--- src/sv/mbps_pkg.sv ---
// ----------------------------------------------------------------------------
// mbps_pkg
// Types and constants shared by the masked byte pattern scanner modules.
// ----------------------------------------------------------------------------
package mbps_pkg;

  localparam int MAX_PATTERN_DEF = 32;
  localparam int SIG_BYTES       = 32;
  localparam int CFG_LEN_W       = 6;

  localparam int APB_ADDR_W  = 6;
  localparam int APB_DATA_W  = 64;
  localparam int IN_TDATA_W  = 8;
  localparam int OUT_TDATA_W = 72;

  localparam int Q_DEPTH = 2;
  localparam int Q_PTR_W = $clog2(Q_DEPTH);
  localparam int Q_CNT_W = $clog2(Q_DEPTH + 1);

  localparam logic [CFG_LEN_W-1:0] LEN_RESET = CFG_LEN_W'(1);

  typedef enum logic [2:0] {
    REG_PATTERN_0,
    REG_PATTERN_1,
    REG_PATTERN_2,
    REG_PATTERN_3,
    REG_WILDCARD,
    REG_LENGTH,
    REG_FIND_ALL,
    REG_BASE_OFFSET
  } reg_idx_e;

  typedef struct packed {
    logic [3:0][63:0]       pattern_word;
    logic [31:0]            wildcard_mask;
    logic [CFG_LEN_W-1:0]   pattern_length;
    logic                   find_all;
    logic [31:0]            base_offset;
  } cfg_t;

  // One queued descriptor: what a single input byte has to report.
  typedef struct packed {
    logic        match_v;
    logic        end_v;
    logic [31:0] start;
    logic [31:0] count;
  } entry_t;

endpackage

--- src/sv/mbps_back.sv ---
// ----------------------------------------------------------------------------
// mbps_back
// Expands each queued descriptor into one or two result words and holds
// them in the output register until the receiver takes them.
// ----------------------------------------------------------------------------
module mbps_back (
  input  logic                                clk_i,
  input  logic                                rst_ni,
  input  mbps_pkg::cfg_t                      cfg_i,
  input  logic                                head_valid_i,
  input  mbps_pkg::entry_t                    head_entry_i,
  output logic                                pop_o,
  output logic                                out_valid_o,
  input  logic                                out_ready_i,
  output logic [mbps_pkg::OUT_TDATA_W-1:0]    out_data_o,
  output logic                                out_user_o,
  output logic                                out_last_o
);

  typedef enum logic {
    PH_FIRST,
    PH_END
  } phase_e;

  phase_e      phase_q;
  phase_e      phase_d;
  logic        valid_q;
  logic [mbps_pkg::OUT_TDATA_W-1:0] data_q;
  logic        user_q;
  logic        last_q;
  logic        load;
  logic        emit_match;
  logic        take_head;
  logic [31:0] offset;
  logic        found;
  logic        word_last;

  assign load       = head_valid_i && (!valid_q || out_ready_i);
  assign emit_match = head_entry_i.match_v && (phase_q == PH_FIRST);

  always_comb begin
    if (emit_match) begin
      offset    = cfg_i.base_offset + head_entry_i.start;
      found     = 1'b1;
      word_last = !head_entry_i.end_v;
      take_head = !head_entry_i.end_v;
      phase_d   = head_entry_i.end_v ? PH_END : PH_FIRST;
    end else begin
      offset    = '0;
      found     = (head_entry_i.count != '0);
      word_last = 1'b1;
      take_head = 1'b1;
      phase_d   = PH_FIRST;
    end
  end

  assign pop_o = load && take_head;

  always_ff @(posedge clk_i or negedge rst_ni) begin
    if (!rst_ni) begin
      valid_q <= 1'b0;
      phase_q <= PH_FIRST;
      data_q  <= '0;
      user_q  <= 1'b0;
      last_q  <= 1'b0;
    end else if (load) begin
      valid_q <= 1'b1;
      phase_q <= phase_d;
      data_q  <= {7'b0, head_entry_i.count, found, offset};
      user_q  <= emit_match;
      last_q  <= word_last;
    end else if (out_ready_i) begin
      valid_q <= 1'b0;
    end
  end

  assign out_valid_o = valid_q;
  assign out_data_o  = data_q;
  assign out_user_o  = user_q;
  assign out_last_o  = last_q;

endmodule

--- config.mk ---
export PLATFORM = sky130hd
export DESIGN_NAME = mbps_back
export DESIGN_NICKNAME = d
export VERILOG_FILES = /design/src/sv/mbps_pkg.sv /design/src/sv/mbps_back.sv
export SDC_FILE = /design/constraint.sdc
export NUM_CORES = 1
export LEC_CHECK = 0
export ABC_AREA = 0
export BUFFER_PORTS_ARGS = -buffer_cell sky130_fd_sc_hd__buf_2
export CAP_MARGIN = 20
export CORE_AREA = 10 10 177 179
export CTS_BUF_LIST = sky130_fd_sc_hd__clkbuf_4 sky130_fd_sc_hd__clkbuf_8
export DETAILED_ROUTE_END_ITERATION = 16
export DIE_AREA = 0 0 187 189
export MAX_ROUTING_LAYER = met4
export PLACE_DENSITY = 0.48
export SKIP_CTS_REPAIR_TIMING = 1
export SYNTH_ARGS = -nofsm -noshare
export SYNTH_HDL_FRONTEND = slang
export SYNTH_SLANG_ARGS = --single-unit
--- constraint.sdc ---
create_clock -name clk_i -period 2 [get_ports clk_i]
set_clock_uncertainty 0.05 [all_clocks]
set_input_delay 0.3 -clock clk_i [delete_from_list [all_inputs] [get_ports clk_i]]
set_output_delay 0.3 -clock clk_i [all_outputs]
set_load 0.01 [all_outputs]
# After elaboration in Yosys (flattened, before gate mapping)
# Cells that the tools add are included.
# totals
mem_bits_ro	0
elab_cells	22
out_inout_bits	76
inputBits	397
mem_bits_rw	0
latchBits	0
n_memories	0
register_bits	69
# op_classes
div_mod_pow	0
n_addsub	1
n_shift	0
mux	7
magnitude_cmp	0
n_bitwise	1
reduce_logical	8
n_mul	0
n_eq_ne	0
# ops
op	count
$add A32 B32 Y32	1
$mux W32	1
$reduce_bool A32 Y1	1
$mux W1	6
$logic_and A1 B1 Y1	3
$logic_not A1 Y1	2
$reduce_bool A2 Y1	1
$logic_or A1 B1 Y1	1
$not A1 Y1	1

# Longest topological paths before layout
# depth
depth_word	4
ltp_mapped	11
mapped_depth_nobuf	11

# Least setup slack after synthesis
# OpenSTA, ideal clock, no wires.
# synth_path
path_type	in2reg
startpoint	input port cfg_i[0] (netlist name)
endpoint	register data_q (netlist bit out_data_o[30])
arrival_time_ns	2.400
path_buffers	0
setup_time_ns	0.092
slack_ns	-0.542
t_required_ns	1.858
path_stages	11
cell_sequence	ha_1 > inv_1 > fa_1 > nand2b_1 > a211oi_2 > o31ai_2 > o31a_4 > o21ai_4 > a31oi_1 > xor2_1 > o31ai_2
# synth_via
elab_chain_cells	2
# synth_rtl
element	line	source
from (decl)	mbps_back.sv:9	input mbps_pkg::cfg_t cfg_i,
$add A32 B32 Y32	mbps_back.sv:43	offset = cfg_i.base_offset + head_entry_i.start;
$mux W32	mbps_back.sv:42	if (emit_match) begin
to (signal assigned)	mbps_back.sv:69	data_q <= {7'b0, head_entry_i.count, found, offset};
to (decl)	mbps_back.sv:28	logic [mbps_pkg::OUT_TDATA_W-1:0] data_q;
# Every way passes these cells.
# A chain may end at the register's enable or synchronous reset.

# Worst setup path after layout
# layout_path
startpoint	input port cfg_i[0] (netlist name)
endpoint	register data_q (netlist bit out_data_o[22])
# Same word-level chain as after synthesis.

==> results.sh <==
export IMPL_die_w_um=187
export IMPL_syn_to_final_growth_pct=53.6
export IMPL_period_share_pct=112
export IMPL_p_leak_nw=3.16
export IMPL_num_vias=4268
export IMPL_drtIter0Drc=215
export IMPL_irDropWorstVdd_mv=0.280
export IMPL_cts_tree="yes"
export IMPL_overflow=0
export IMPL_fillers=3049
export IMPL_grt_max_degree=38
export IMPL_cts_buffers=9
export IMPL_routed_wirelength_um=21100
export IMPL_drv_cap=0
export IMPL_status="complete, but fails checks"
export IMPL_synth_cells=424
export IMPL_hold_path_class="input pin to flop"
export IMPL_p_comb_share_pct=38.1
export IMPL_power_density_nw_per_um2=675
export IMPL_required_ns=2.22
export IMPL_initial_core_util_pct=15.9
export IMPL_clk_pin_slew_ns=0.09
export IMPL_report_final_slew_viol_count=0
export IMPL_power_internal_mw=2.87
export IMPL_syn_cell_area_um2=4390
export IMPL_maxSlewHeadroom_pct=65.6
export IMPL_hold_viol_final=0
export IMPL_ys_ff_latch=69
export IMPL_post_synth_top_area_cell="dfrtp_1"
export IMPL_io_buffers=170
export IMPL_area_sequential_um2=1730
export IMPL_drive_above_1_share_pct=52.5
export IMPL_rsz0062_at_grt="yes"
export IMPL_setup_violations=14
export IMPL_grt_pass1_wl_um=30700
export IMPL_grt_pass1_vias=4620
export IMPL_async_flop_share_pct=100
export IMPL_fmax_mhz=448
export IMPL_htreeDepth=3
export IMPL_via_per_inst=4.04
export IMPL_cts_buffer_depth=2
export IMPL_synth_edf_count=0
export IMPL_synth_most_common_cell="dfrtp_1"
export IMPL_nets=1098
export IMPL_finalPower_mw=4.55
export IMPL_worstPathCellList="buf_8 -> ha_4 -> inv_2 -> fa_2 -> nand2b_4 -> a211oi_4 -> o31ai_4 -> o31a_4 -> o21ai_4 -> buf_4 -> buf_6 -> xor2_1 -> a22o_1"
export IMPL_core_um2=27600
export IMPL_pre_cts_slack_ns=-0.674
export IMPL_endpoint_kind="flop"
export IMPL_gp_congestion=0.857
export IMPL_min_period_ns=2.23
export IMPL_antenna_found_initial=17
export IMPL_yosysWarnings=0
export IMPL_rows=61
export IMPL_ant_nets=0
export IMPL_path_class="input pin to flop"
export IMPL_pin_count=473
export IMPL_swShare_pct=37.0
export IMPL_ys_seq_area_share_pct=39.3
export IMPL_cts_sinks=69
export IMPL_setup_ws_ns=-0.233
export IMPL_place_hpwl_um=17800
export IMPL_post_route_drc_count=0
export IMPL_worstPathArrival_ns=2.45
export IMPL_synth_ff_type="dfrtp_1"
export IMPL_cts_root_buf="clkbuf_8"
export IMPL_avgSynthCellArea_um2=10.4
export IMPL_wire_per_inst_um=20.0
export IMPL_first_pass_iters=4
export IMPL_finish_utilization_pct=24.4
export IMPL_synth_area_leaders="dfrtp_1, ha_1, mux2_2"
export IMPL_final_area_um2=6740
export IMPL_synth_distinct_cells=64
export IMPL_power_switching_mw=1.68
export IMPL_worstMarginPinSlew_ns=0.516
export IMPL_grtUsageTotal_pct=12.1
export IMPL_pwr_share_seq_pct=37.4
export IMPL_dieHeight_um=189
export IMPL_startpoint_type="input pin"
export IMPL_clk_latency_ns=0.37
export IMPL_multiInputGateArea_um2=2750
export IMPL_cp_slowest_cell="fa_2"
export IMPL_dpl_cell_area_um2=6370
export IMPL_clock_power_share_pct=24.5
export IMPL_fp_dieArea_um2=35300
export IMPL_max_stage_delay_ns=0.38
export IMPL_synth_top_area_share_pct=39.3
export IMPL_synthTopCellsByCount="dfrtp_1, nand2_1, mux2_2, ha_1, a21oi_1"
export IMPL_cp_max_fo=4
export IMPL_violations="negative setup slack"
-- critical path, delay by kind of cell --
kind / cells / cell delay [ns]
fa+ha+maj: 2 / 0.52
simple gates: 1 / 0.17
compound gates: 5 / 1.07
buf+inv: 4 / 0.34
xor+xnor: 1 / 0.05
-- cells in the final DEF (no fill, tap or decap), drive strengths merged, types with 5 or more instances in the layout --
master	n
inv	14
o31ai	8
nand4	7
nor2	15
o211ai	7
a21oi	31
ha	31
xnor2	12
a21o	6
nand2	36
a31oi	5
mux2	32
o21ai	23
a22o	19
nand2b	7
o21a	8
nor4	11
nand3	5
nor2b	7
dfrtp	69
xor2	13
buf	252
clkbuf	9
diode	5
conb	7
-- sequential cells by signal, summed over array words and instances, names as in the netlist --
signal       count
out_last_o       1
out_valid_o      1
out_user_o       1
phase_q          1
out_data_o      65
-- logic make-up (layout without fill, tap and decap cells) --
group | after synthesis | in the layout | share of synthesized area [%]
AO/OA/AOI/OAI | 123 | 123 | 20.2
AND/OR/NAND/NOR | 106 | 106 | 12.9
flip-flops | 69 | 69 | 39.3
buffers and inverters | 36 | 280 | 5.04
adder cells (fa/ha/maj) | 32 | 32 | 9.29
multiplexers | 32 | 32 | 8.21
XOR/XNOR | 25 | 25 | 4.99
other | 1 | 12 | 0.0854
-- layer usage --
layer  global-route usage (%)  part of all wire, %
met2                     13.7                   34
met3                     7.92                   15
met1                     16.7                   51
met5                        -                    0
met4                     2.42                 0.85
-- path summary, 6_finish.rpt --
check                            startpoint              to  slack (ns)  cells past startpoint
max                                cfg_i[0]  out_data_o[22]       -0.23                     13
min                        head_entry_i[31]  out_data_o[64]        0.13                      2
max reg2reg                     out_valid_o   out_data_o[7]        0.43                      6
min reg2reg                      out_user_o      out_user_o        0.44                      1
max in group asynchronous            rst_ni  out_data_o[64]        0.95                      3
min in group asynchronous            rst_ni  out_data_o[24]        0.39                      2
-- power by group through the flow --
stage	Sequential, mW	Clock [mW]	Combinational (mW)
6_report	1.70	1.12	1.73
5_1_grt	1.73	1.24	1.92
4_1_cts	1.70	1.18	1.71
3_5_place_dp	1.73	0	1.69
3_3_place_gp	1.72	0	1.70
2_1_floorplan	1.80	0	0.777
-- per-stage QoR --
stage	TNS, ns	std cells	hold WS [ns]
3_5_place_dp	-11.37	1031	0.262
4_1_cts	-2.66	1047	-0.166
5_1_grt	-2.98	1056	0.107
3_3_place_gp	-11.01	1031	0.258
6_report	-2.11	1057	0.130
2_1_floorplan	-2.85	430	-0.0456
-- layout make-up --
type,instances,share of cell area [%]
clock buffer,9,1.84
inverter,11,0.612
tap,378,7.01
clock inverter,7,0.853
timing repair buffer,253,23.2
sequential,69,25.6
multi-input combinational,325,40.7
antenna,5,0.186
No activity file was read; power rests on OpenSTA's default activity.
