--- src/sv/mbps_pkg.sv ---
// ----------------------------------------------------------------------------
// mbps_pkg
// Types and constants shared by the masked byte pattern scanner modules.
// ----------------------------------------------------------------------------
package mbps_pkg;

  localparam int MAX_PATTERN_DEF = 32;
  localparam int SIG_BYTES       = 32;
  localparam int CFG_LEN_W       = 6;

  localparam int APB_ADDR_W  = 6;
  localparam int APB_DATA_W  = 64;
  localparam int IN_TDATA_W  = 8;
  localparam int OUT_TDATA_W = 72;

  localparam int Q_DEPTH = 2;
  localparam int Q_PTR_W = $clog2(Q_DEPTH);
  localparam int Q_CNT_W = $clog2(Q_DEPTH + 1);

  localparam logic [CFG_LEN_W-1:0] LEN_RESET = CFG_LEN_W'(1);

  typedef enum logic [2:0] {
    REG_PATTERN_0,
    REG_PATTERN_1,
    REG_PATTERN_2,
    REG_PATTERN_3,
    REG_WILDCARD,
    REG_LENGTH,
    REG_FIND_ALL,
    REG_BASE_OFFSET
  } reg_idx_e;

  typedef struct packed {
    logic [3:0][63:0]       pattern_word;
    logic [31:0]            wildcard_mask;
    logic [CFG_LEN_W-1:0]   pattern_length;
    logic                   find_all;
    logic [31:0]            base_offset;
  } cfg_t;

  // One queued descriptor: what a single input byte has to report.
  typedef struct packed {
    logic        match_v;
    logic        end_v;
    logic [31:0] start;
    logic [31:0] count;
  } entry_t;

endpackage

--- src/sv/mbps_fifo.sv ---
// ----------------------------------------------------------------------------
// mbps_fifo
// Small descriptor queue between the scanning front and the output back.
// ----------------------------------------------------------------------------
module mbps_fifo (
  input  logic             clk_i,
  input  logic             rst_ni,
  input  logic             push_i,
  input  mbps_pkg::entry_t push_entry_i,
  output logic             full_o,
  input  logic             pop_i,
  output logic             head_valid_o,
  output mbps_pkg::entry_t head_entry_o
);

  mbps_pkg::entry_t               mem_q [mbps_pkg::Q_DEPTH];
  logic [mbps_pkg::Q_PTR_W-1:0]   wr_ptr_q;
  logic [mbps_pkg::Q_PTR_W-1:0]   rd_ptr_q;
  logic [mbps_pkg::Q_CNT_W-1:0]   cnt_q;
  logic                           do_pop;

  assign full_o       = (cnt_q == mbps_pkg::Q_CNT_W'(mbps_pkg::Q_DEPTH));
  assign head_valid_o = (cnt_q != '0);
  assign head_entry_o = mem_q[rd_ptr_q];
  assign do_pop       = pop_i && head_valid_o;

  always_ff @(posedge clk_i) begin
    if (push_i) begin
      mem_q[wr_ptr_q] <= push_entry_i;
    end
  end

  always_ff @(posedge clk_i or negedge rst_ni) begin
    if (!rst_ni) begin
      wr_ptr_q <= '0;
      rd_ptr_q <= '0;
      cnt_q    <= '0;
    end else begin
      if (push_i) begin
        wr_ptr_q <= wr_ptr_q + mbps_pkg::Q_PTR_W'(1);
      end
      if (do_pop) begin
        rd_ptr_q <= rd_ptr_q + mbps_pkg::Q_PTR_W'(1);
      end
      if (push_i && !do_pop) begin
        cnt_q <= cnt_q + mbps_pkg::Q_CNT_W'(1);
      end else if (!push_i && do_pop) begin
        cnt_q <= cnt_q - mbps_pkg::Q_CNT_W'(1);
      end
    end
  end

endmodule

--- config.mk ---
export PLATFORM = sky130hd
export DESIGN_NAME = mbps_fifo
export DESIGN_NICKNAME = d
export VERILOG_FILES = /design/src/sv/mbps_pkg.sv /design/src/sv/mbps_fifo.sv
export SDC_FILE = /design/constraint.sdc
export NUM_CORES = 1
export LEC_CHECK = 0
export ABC_CLOCK_PERIOD_IN_PS = 10700
export BUFFER_PORTS_ARGS = -buffer_cell sky130_fd_sc_hd__buf_2
export CAP_MARGIN = 10
export CORE_UTILIZATION = 30
export CTS_CLUSTER_DIAMETER = 120
export DETAILED_ROUTE_END_ITERATION = 8
export SYNTH_ARGS = -nofsm -noshare
export SYNTH_HDL_FRONTEND = slang
export SYNTH_SLANG_ARGS = --single-unit
--- constraint.sdc ---
create_clock -name clk_i -period 10.7 [get_ports clk_i]
set_input_delay 1.07 -clock clk_i [delete_from_list [all_inputs] [get_ports clk_i]]
set_output_delay 1.07 -clock clk_i [all_outputs]
set_load 0.01 [all_outputs]
### Word-level counts from Yosys, hierarchy flattened

Memories as Yosys holds them, arrays and structs flattened.
Cells that the tools add are included.

| storage, ports and cells | value |
|---|---|
| logic and storage cells | 20 |
| memories kept | 1 |
| flip-flop bits (word level) | 4 |
| output and inout bits | 68 |
| memory bits (read-only) | 0 |
| bits in writable memories | 132 |
| latch bits | 0 |

Memories:

| name | depth | bits a word | read ports | clocked after memory_dff | write ports | RTL line | text |
|---|---|---|---|---|---|---|---|
| mem_q | 2 | 66 | 1 | 0 | 1 | mbps_fifo.sv:16 | `mbps_pkg::entry_t mem_q [mbps_pkg::Q_DEPTH];` |

| cells by class | value |
|---|---|
| bitwise operators | 0 |
| div/mod/pow operators | 0 |
| add/sub/neg operators | 4 |
| shift operators | 0 |
| multiplexer cells | 4 |
| $mul | 0 |
| reductions and logical operators | 7 |
| equality and inequality tests | 1 |
| $lt $le $gt $ge | 0 |

Operators with widths:

| kind | number |
|---|---|
| 2-bit 2-to-1 mux | 2 |
| 2-bit nonzero test | 2 |
| 1-bit logical AND | 3 |
| 1-bit adder, second input constant | 2 |
| 2-bit by 1-bit adder with 2-bit output, second input constant | 1 |
| 2-bit equality test, second input constant | 1 |
| 1-bit logical NOT | 2 |
| 1-bit 2-to-1 mux | 2 |
| 2-bit by 1-bit subtractor with 2-bit output, second input constant | 1 |

### Depth between registers and ports, before layout

Gate-level depths: netlist of run 1.

| depth | value |
|---|---|
| depth after elaboration | 5 |
| depth in mapped cells | 6 |
| mapped depth without buffers | 6 |

### Worst setup path after synthesis of run 1

No wires, ideal clock.

| timing path | value |
|---|---|
| kind | input port to flip-flop |
| from | in push_i |
| to | mem mem_q[0][0] (netlist bit), enable pin |
| required time | 10.202 ns |
| path slack | 6.232 ns |
| path buffers | 0 |
| arrival time | 3.970 ns |
| cell stages on the path | 1 |
| cells stage by stage | nor2b_1 |

| on the way | value |
|---|---|
| cells in the longest elaborated chain, start to end | 2 |

Ends and longest elaborated chain:

| what | RTL line | text |
|---|---|---|
| start: declaration | mbps_fifo.sv:8 | `input logic push_i,` |
| 1-bit 2-to-1 mux | mbps_fifo.sv:28 | `if (push_i) begin` |
| 1-bit 2-to-1 mux (not written as such) | mbps_fifo.sv:29 | `mem_q[wr_ptr_q] <= push_entry_i;` |
| end: declaration | mbps_fifo.sv:16 |  |

No other way between the ends.

==> results of run 1 <==
==> per-stage QoR <==
| stage | cell area [um2] | setup slack [ns] | utilization (%) |
|---|---|---|---|
| after floorplan | 5060 | 6.23 | - |
| after global placement | 5990 | 7.89 | 36.3 |
| after detailed placement | 5990 | 7.85 | 36.3 |
| after CTS | 6580 | 7.40 | 39.8 |
| after global routing | 6580 | 7.34 | 39.8 |
| final | 6580 | 7.47 | 39.8 |
==> metal layers <==
metal / track usage [%] / routed length [um]
met1: 12.3 / 3690
met2: 17.7 / 4430
met3: 5.04 / 635
met4: 4.07 / 111
met5: 0 / 13
==> layout by cell type, fill, tap and decap left out <==
cell type,instances
nand2_1,1
buf_4,1
nor2b_1,1
buf_2,137
mux2_4,30
mux2_2,36
xnor2_1,2
dfrtp_4,1
or2_2,1
clkinv_2,4
bufinv_16,4
nor2b_4,1
xor2_1,3
and2_4,1
clkbuf_16,17
clkbuf_1,3
clkinvlp_4,1
clkinv_1,2
nor2_1,1
dfrtp_1,3
edfxtp_1,132
ha_1,1
==> flip-flops by register name (all words and copies together) (netlist names) <==
signal and count:
cnt_q 2, mem_q 132, rd_ptr_q 1, wr_ptr_q 1
==> power groups by stage <==
stage               Clock, mW  Combinational (mW)  Sequential (mW)
floorplan                   0               0.344            0.746
global placement            0               0.438            0.805
detailed placement          0               0.442            0.813
CTS                     0.600               0.444            0.802
global route            0.622               0.468            0.814
finish                  0.586               0.432            0.796
==> worst max path at each step <==
stage / start / to / slack, ns / cells after the start
after global placement: rd_ptr_q$_DFFE_PN0P_ / head_entry_o[61] / 7.89 / 2
after CTS: rd_ptr_q$_DFFE_PN0P_ / head_entry_o[61] / 7.40 / 2
after detailed placement: rd_ptr_q$_DFFE_PN0P_ / head_entry_o[61] / 7.85 / 2
after global routing: rd_ptr_q$_DFFE_PN0P_ / head_entry_o[60] / 7.34 / 2
after floorplan: push_i / mem_q[0][0]$_DFFE_PP_ / 6.23 / 1
final: rd_ptr_q$_DFFE_PN0P_ / head_entry_o[60] / 7.47 / 2
==> cell type report <==
cell class / instances / area share [%]
multi-input combinational: 78 / 14.5
clock inverter: 11 / 2.36
timing repair buffer: 138 / 10.5
tap: 220 / 4.18
sequential: 136 / 61.8
clock buffer: 20 / 6.63
==> cell families (layout without fill, tap and decap cells) <==
kind of cell  Yosys count  after routing  share of synthesized area (%)
buf+inv                 7            169                           1.11
simple gates            6              6                          0.642
fa+ha+maj               1              1                          0.247
mux                    66             66                           16.9
flops                 136            136                           80.2
xor+xnor                5              5                          0.865
==> key figures, run 1 <==
Run status
  • Result of the run: finished clean

Floorplanning
  • Core footprint: 0.0165 mm2
  • Horizontal die dimension: between 100 and 150 um
  • Total die area: 0.0174 mm2
  • Vertical die dimension: 132 um
  • Row cnt: 47
  • Initial core utilization: 30.7%
  • Number of top-level design ports: 138

Timing
  • Worst setup skew after layout: 0.00415 ns
  • Actual slew at the worst max-slew pin: between 1 and 1.5 ns
  • Final worst-path cycle share: between 30% and 40%
  • Hold Vio Cnt, Final: 0
  • Highest clock rate: 310 MHz
  • Total Neg Setup Slack: 0 ns
  • Tightest hold margin: 0.467 ns
  • Final min period: 3.23 ns
  • Max Slew Vio Count: 0
  • Unrepaired setup endpoints after global routing: false
  • Relative max-transition margin: a little over a quarter
  • Setup-violating endpoint count in the final report: 0

Worst setup path
  • Critical path required time: 9.63 ns
  • Reg2Reg Setup Slack: 9.03 ns
  • CP bufs+invs: 1
  • Critical R2R Launch: wr_ptr_q$_DFFE_PN0P_
  • Crit-path leading delay family: flip-flops
  • Startpoint types: register
  • Worst endpoint data arrival time: 2.16 ns
  • Slowest cell on the critical path: dfrtp_4
  • Crit-path max FO: 67
  • Capturing element type of the critical path: primary output
  • Slowest Stage Delay on Critical Path: 1.14 ns
  • Worst-case reg-to-reg path depth: 2
  • R2R Path End: mem_q[0][20]$_DFFE_PP_
  • Cell-by-cell listing of the critical path: mux2_2 -> buf_2
  • Worst Path Class, Setup: reg -> out

Global routing
  • Number of antenna violations at the first check in global routing: 1
  • Pin count of the biggest net entering global routing: 68
  • Global-route wire length before repair: 14.1 mm
  • Overall Global Routing Usage: a little over a tenth
  • Via count of the first global-routing pass: 2769
  • Overflow after GRT: 0

Synthesis
  • Syn_area_per_cell: 22.9 um2
  • Cells taking the most area after synthesis: edfxtp_1 78%, mux2_4 8.9%, mux2_2 8.0%
  • Number of enable flip-flop cells after synthesis: between 100 and 150
  • Net count after synthesis: 292
  • Synthesized area: a little over 0.005 mm2
  • Register area share after synthesis: 80.2%
  • Synth unique cells: 15
  • Synth Flop Type: edfxtp_1
  • Area share of the leading cell type in the synthesized netlist: 78.3%
  • Proportion of synthesized flip-flops having asynchronous set or reset: under 10%
  • #FFs+latches synth: 136
  • Synthesis warning total: 0
  • Most repeated cell in the gate-level netlist after synthesis: edfxtp_1
  • Top post-synthesis cells by count: 132 x edfxtp_1, 36 x mux2_2, 30 x mux2_4
  • Number of instances in the synthesized netlist: 221
  • Yosys top cell by area: edfxtp_1

Power and ir drop
  • Worst supply voltage drop on vdd: 0.224 mV
  • Internal power: 1.34 mW
  • Part of the total power dissipated in the clock network: 32.3%
  • Switching Fraction: 26.4%
  • Sequential Power Share: 43.9%
  • Relative contribution of combinational cells to total power: 23.8%
  • Total power draw: roughly 1.8 mW
  • Power density of the placed cells: 276 mW/mm2
  • Net Sw Power: 0.478 mW
  • Total leakage power: approximately 2.6 nW

Routing
  • DRT antenna net count: 0
  • Initial detailed-routing violation count: 147
  • DRC viols: 0
  • DR vias/cell: 4.16
  • Vias: between 2000 and 3000
  • Length of the first detailed-routing pass in iterations: 4
  • DRT Wirelength: 8.88 mm
  • Detail-routed net length per standard cell: 14.7 um

Placed design
  • Post-detail-place hpwl: around 5.5 mm
  • Count of buffers from port buffering: 137
  • Placed cell count: 572
  • Final GP Congestion: about 0.66

Final layout
  • Multi-input logic area: 955 um2
  • Final non-filler cell total: 603
  • Total Nets Final: 442
  • Share of cells above drive strength 1: 61.1%
  • Area occupied by registers: approximately 0.0041 mm2
  • Area Overhead vs Synth: 30.0%
  • Count of inserted antenna diode cells: 0
  • Fill count: around 1500

Clock network
  • Number of buffers created by CTS: 17
  • Clock slew at the register clock pins of the worst setup and hold paths: 0.05 ns
  • Post_cts resized: 0
  • Number of buffers inserted for hold repair after clock tree synthesis: 0
  • Total clock sinks: about 140
  • H-tree levels: 4
  • Clk buf depth: 2
  • Clock root cell: clkbuf_16
  • Setup fix buffers added after clock tree synthesis: 0
  • Clock tree from TritonCTS: yes
  • Clock latency of the later-clocked register in the worst-skew pair: roughly 0.40 ns

Job
  • MaxCap Viol Count: 0

Worst hold path
  • Worst min path class: in -> async
No activity file was read; power rests on OpenSTA's default activity.
==> run 2: changes to the inputs <==
--- a/config.mk
+++ b/config.mk
@@ -5,7 +5,7 @@
 export SDC_FILE = /design/constraint.sdc
 export NUM_CORES = 1
 export LEC_CHECK = 0
-export ABC_CLOCK_PERIOD_IN_PS = 10700
+export ABC_CLOCK_PERIOD_IN_PS = 2950
 export BUFFER_PORTS_ARGS = -buffer_cell sky130_fd_sc_hd__buf_2
 export CAP_MARGIN = 10
 export CORE_UTILIZATION = 30
==> constraint.sdc (replaced) <==
create_clock -name clk_i -period 2.95 [get_ports clk_i]
set_input_delay 0.295 -clock clk_i [delete_from_list [all_inputs] [get_ports clk_i]]
set_output_delay 0.295 -clock clk_i [all_outputs]
set_load 0.01 [all_outputs]
==> key figures, run 2 (synthesized netlist as in run 1, its figures left out) <==
Timing
  • Actual slew at the worst max-slew pin: 0.944 ns (was 1.09 ns)
  • Unrepaired setup endpoints after global routing: false (unchanged)
  • Relative max-transition margin: 37.1% (was 27.3%)
  • Final worst-path cycle share: 79.9%
  • Final min period: 2.36 ns
  • Worst setup skew after layout: 0.00472 ns (was 0.00415 ns)
  • Total Neg Setup Slack: 0 ns (unchanged)
  • Max Slew Vio Count: 0 (unchanged)
  • Highest clock rate: 424 MHz
  • Setup-violating endpoint count in the final report: 0 (unchanged)
  • Hold Vio Cnt, Final: 0 (unchanged)

Floorplanning
  • Total die area: 0.0174 mm2 (unchanged)
  • Vertical die dimension: 132 um (unchanged)
  • Core footprint: 0.0165 mm2 (unchanged)
  • Initial core utilization: 30.7% (unchanged)
  • Row cnt: 47 (unchanged)
  • Number of top-level design ports: 138 (unchanged)
  • Horizontal die dimension: 132 um (unchanged)

Clock network
  • Number of buffers inserted for hold repair after clock tree synthesis: 1 (was 0)
  • Total clock sinks: 136 (unchanged)
  • Clock slew at the register clock pins of the worst setup and hold paths: 0.06 ns (was 0.05 ns)
  • Clock latency of the later-clocked register in the worst-skew pair: 0.40 ns (about the same)
  • Number of buffers created by CTS: 17 (unchanged)
  • Clk buf depth: 2 (unchanged)
  • Setup fix buffers added after clock tree synthesis: 0 (unchanged)
  • Post_cts resized: 0 (unchanged)
  • Clock root cell: clkbuf_16 (unchanged)
  • H-tree levels: 4 (unchanged)
  • Clock tree from TritonCTS: yes (unchanged)

Global routing
  • Overall Global Routing Usage: 11.0% (was 10.8%)
  • Pin count of the biggest net entering global routing: 67 (was 68)
  • Overflow after GRT: 0 (unchanged)
  • Number of antenna violations at the first check in global routing: 1 (unchanged)
  • Via count of the first global-routing pass: 2652 (was 2769)
  • Global-route wire length before repair: 14.1 mm (about the same)

Placed design
  • Final GP Congestion: 0.665 (was 0.660)
  • Post-detail-place hpwl: 5.79 mm (was 5.46 mm)
  • Count of buffers from port buffering: 137 (unchanged)

Power and ir drop
  • Worst supply voltage drop on vdd: 0.441 mV (was 0.224 mV)
  • Total power draw: 6.53 mW (was 1.81 mW)
  • Power density of the placed cells: 984 mW/mm2 (was 276 mW/mm2)
  • Total leakage power: 2.56 nW (was 2.55 nW)

Final layout
  • Most common cell after layout, fill and taps aside: buf_2 (unchanged)
  • Total Nets Final: 445 (was 442)
  • Share of cells above drive strength 1: 61.8% (was 61.1%)
  • Top library cells by usage in the layout, fill and taps aside: 137 x buf_2, 132 x edfxtp_1, 36 x mux2_2 (unchanged)
  • Biggest registers after layout: mem_q (132), cnt_q (2) (unchanged)
  • Biggest register: mem_q (unchanged)
  • Area Overhead vs Synth: 30.9% (was 30.0%)
  • Number of flip-flops in the largest register: 132 (unchanged)
  • Post-route core utilization: 40.1% (was 39.8%)
  • Fill count: 1508 (was 1540)

Routing
  • DRT Wirelength: 9.15 mm (was 8.88 mm)
  • Length of the first detailed-routing pass in iterations: 4 (unchanged)
  • DRC viols: 0 (unchanged)
  • Initial detailed-routing violation count: 92 (was 147)
  • DRT antenna net count: 0 (unchanged)
  • Vias: 2538 (was 2508)
  • DR vias/cell: 4.17 (was 4.16)
  • Detail-routed net length per standard cell: 15.0 um (was 14.7 um)

Worst setup path
  • Startpoint types: register (unchanged)
  • Worst Path Class, Setup: reg -> out (unchanged)
  • Capturing element type of the critical path: primary output (unchanged)
  • Crit-path max FO: 35 (was 67)
  • Worst-case reg-to-reg path depth: 2 (unchanged)
  • Critical path required time: 2.65 ns (was 9.63 ns)
  • Crit path launch: rd_ptr_q$_DFFE_PN0P_ (unchanged)
  • Worst endpoint data arrival time: 2.06 ns (was 2.16 ns)
  • Reg2Reg Setup Slack: 1.30 ns (was 9.03 ns)
  • Critical R2R Launch: wr_ptr_q$_DFFE_PN0P_ (unchanged)

Run status
  • Result of the run: finished clean (unchanged)

Worst hold path
  • Worst Hold Depth: 1
  • Hold path start: push_entry_i[43]
  • Worst min path class: in -> reg (was in -> async)

Job
  • MaxCap Viol Count: 0 (unchanged)
-- run 2: stage by stage --
stage | area (um2) | std cells | setup WS, ns | hold slack [ns]
4_1_cts | 6630 | 607 | 0.522 | 0.0442
2_1_floorplan | 5070 | 221 | 0.395 | -0.000591
5_1_grt | 6630 | 607 | 0.464 | 0.0453
6_report | 6630 | 608 | 0.592 | 0.0728
3_5_place_dp | 6040 | 574 | 0.981 | 0.109
3_3_place_gp | 6040 | 574 | 1.00 | 0.108
-- run 2: where the power goes --
group	switching [mW]	internal, mW
clock	0.745	1.27
combinational	0.829	0.904
sequential	0.205	2.57
total	1.78	4.75
-- run 2: area by class of cell --
class / count / area [um2] / share of cell area (%)
Clock inverter: 7 / 70.1 / 1.06
Tap cell: 220 / 275 / 4.15
Multi-Input combinational cell: 78 / 955 / 14.4
Antenna cell: 1 / 2.50 / 0.0377
Sequential cell: 136 / 4070 / 61.3
Timing Repair Buffer: 141 / 756 / 11.4
Clock buffer: 25 / 505 / 7.62
-- run 2: worst max-delay path, stage by stage (launching register included) --
cell and delay [ns]:
dfrtp_4 0.78, buf_12 0.33, mux2_2 0.36, buf_2 0.14
-- run 2: metal layers --
layer / part of all wire, % / GRT usage (%)
met3: 7.2 / 4.77
met5: 0 / 0
met4: 2.1 / 6.46
met2: 49 / 17.4
met1: 41 / 12.5
-- run 2: path summary, 6_finish.rpt --
check | endpoint
max | head_entry_o[44]
min | mem_q[0][43]$_DFFE_PP_
max reg2reg | mem_q[0][39]$_DFFE_PP_
min reg2reg | cnt_q[1]$_DFFE_PN0P_
max in group asynchronous | rd_ptr_q$_DFFE_PN0P_
min in group asynchronous | cnt_q[1]$_DFFE_PN0P_
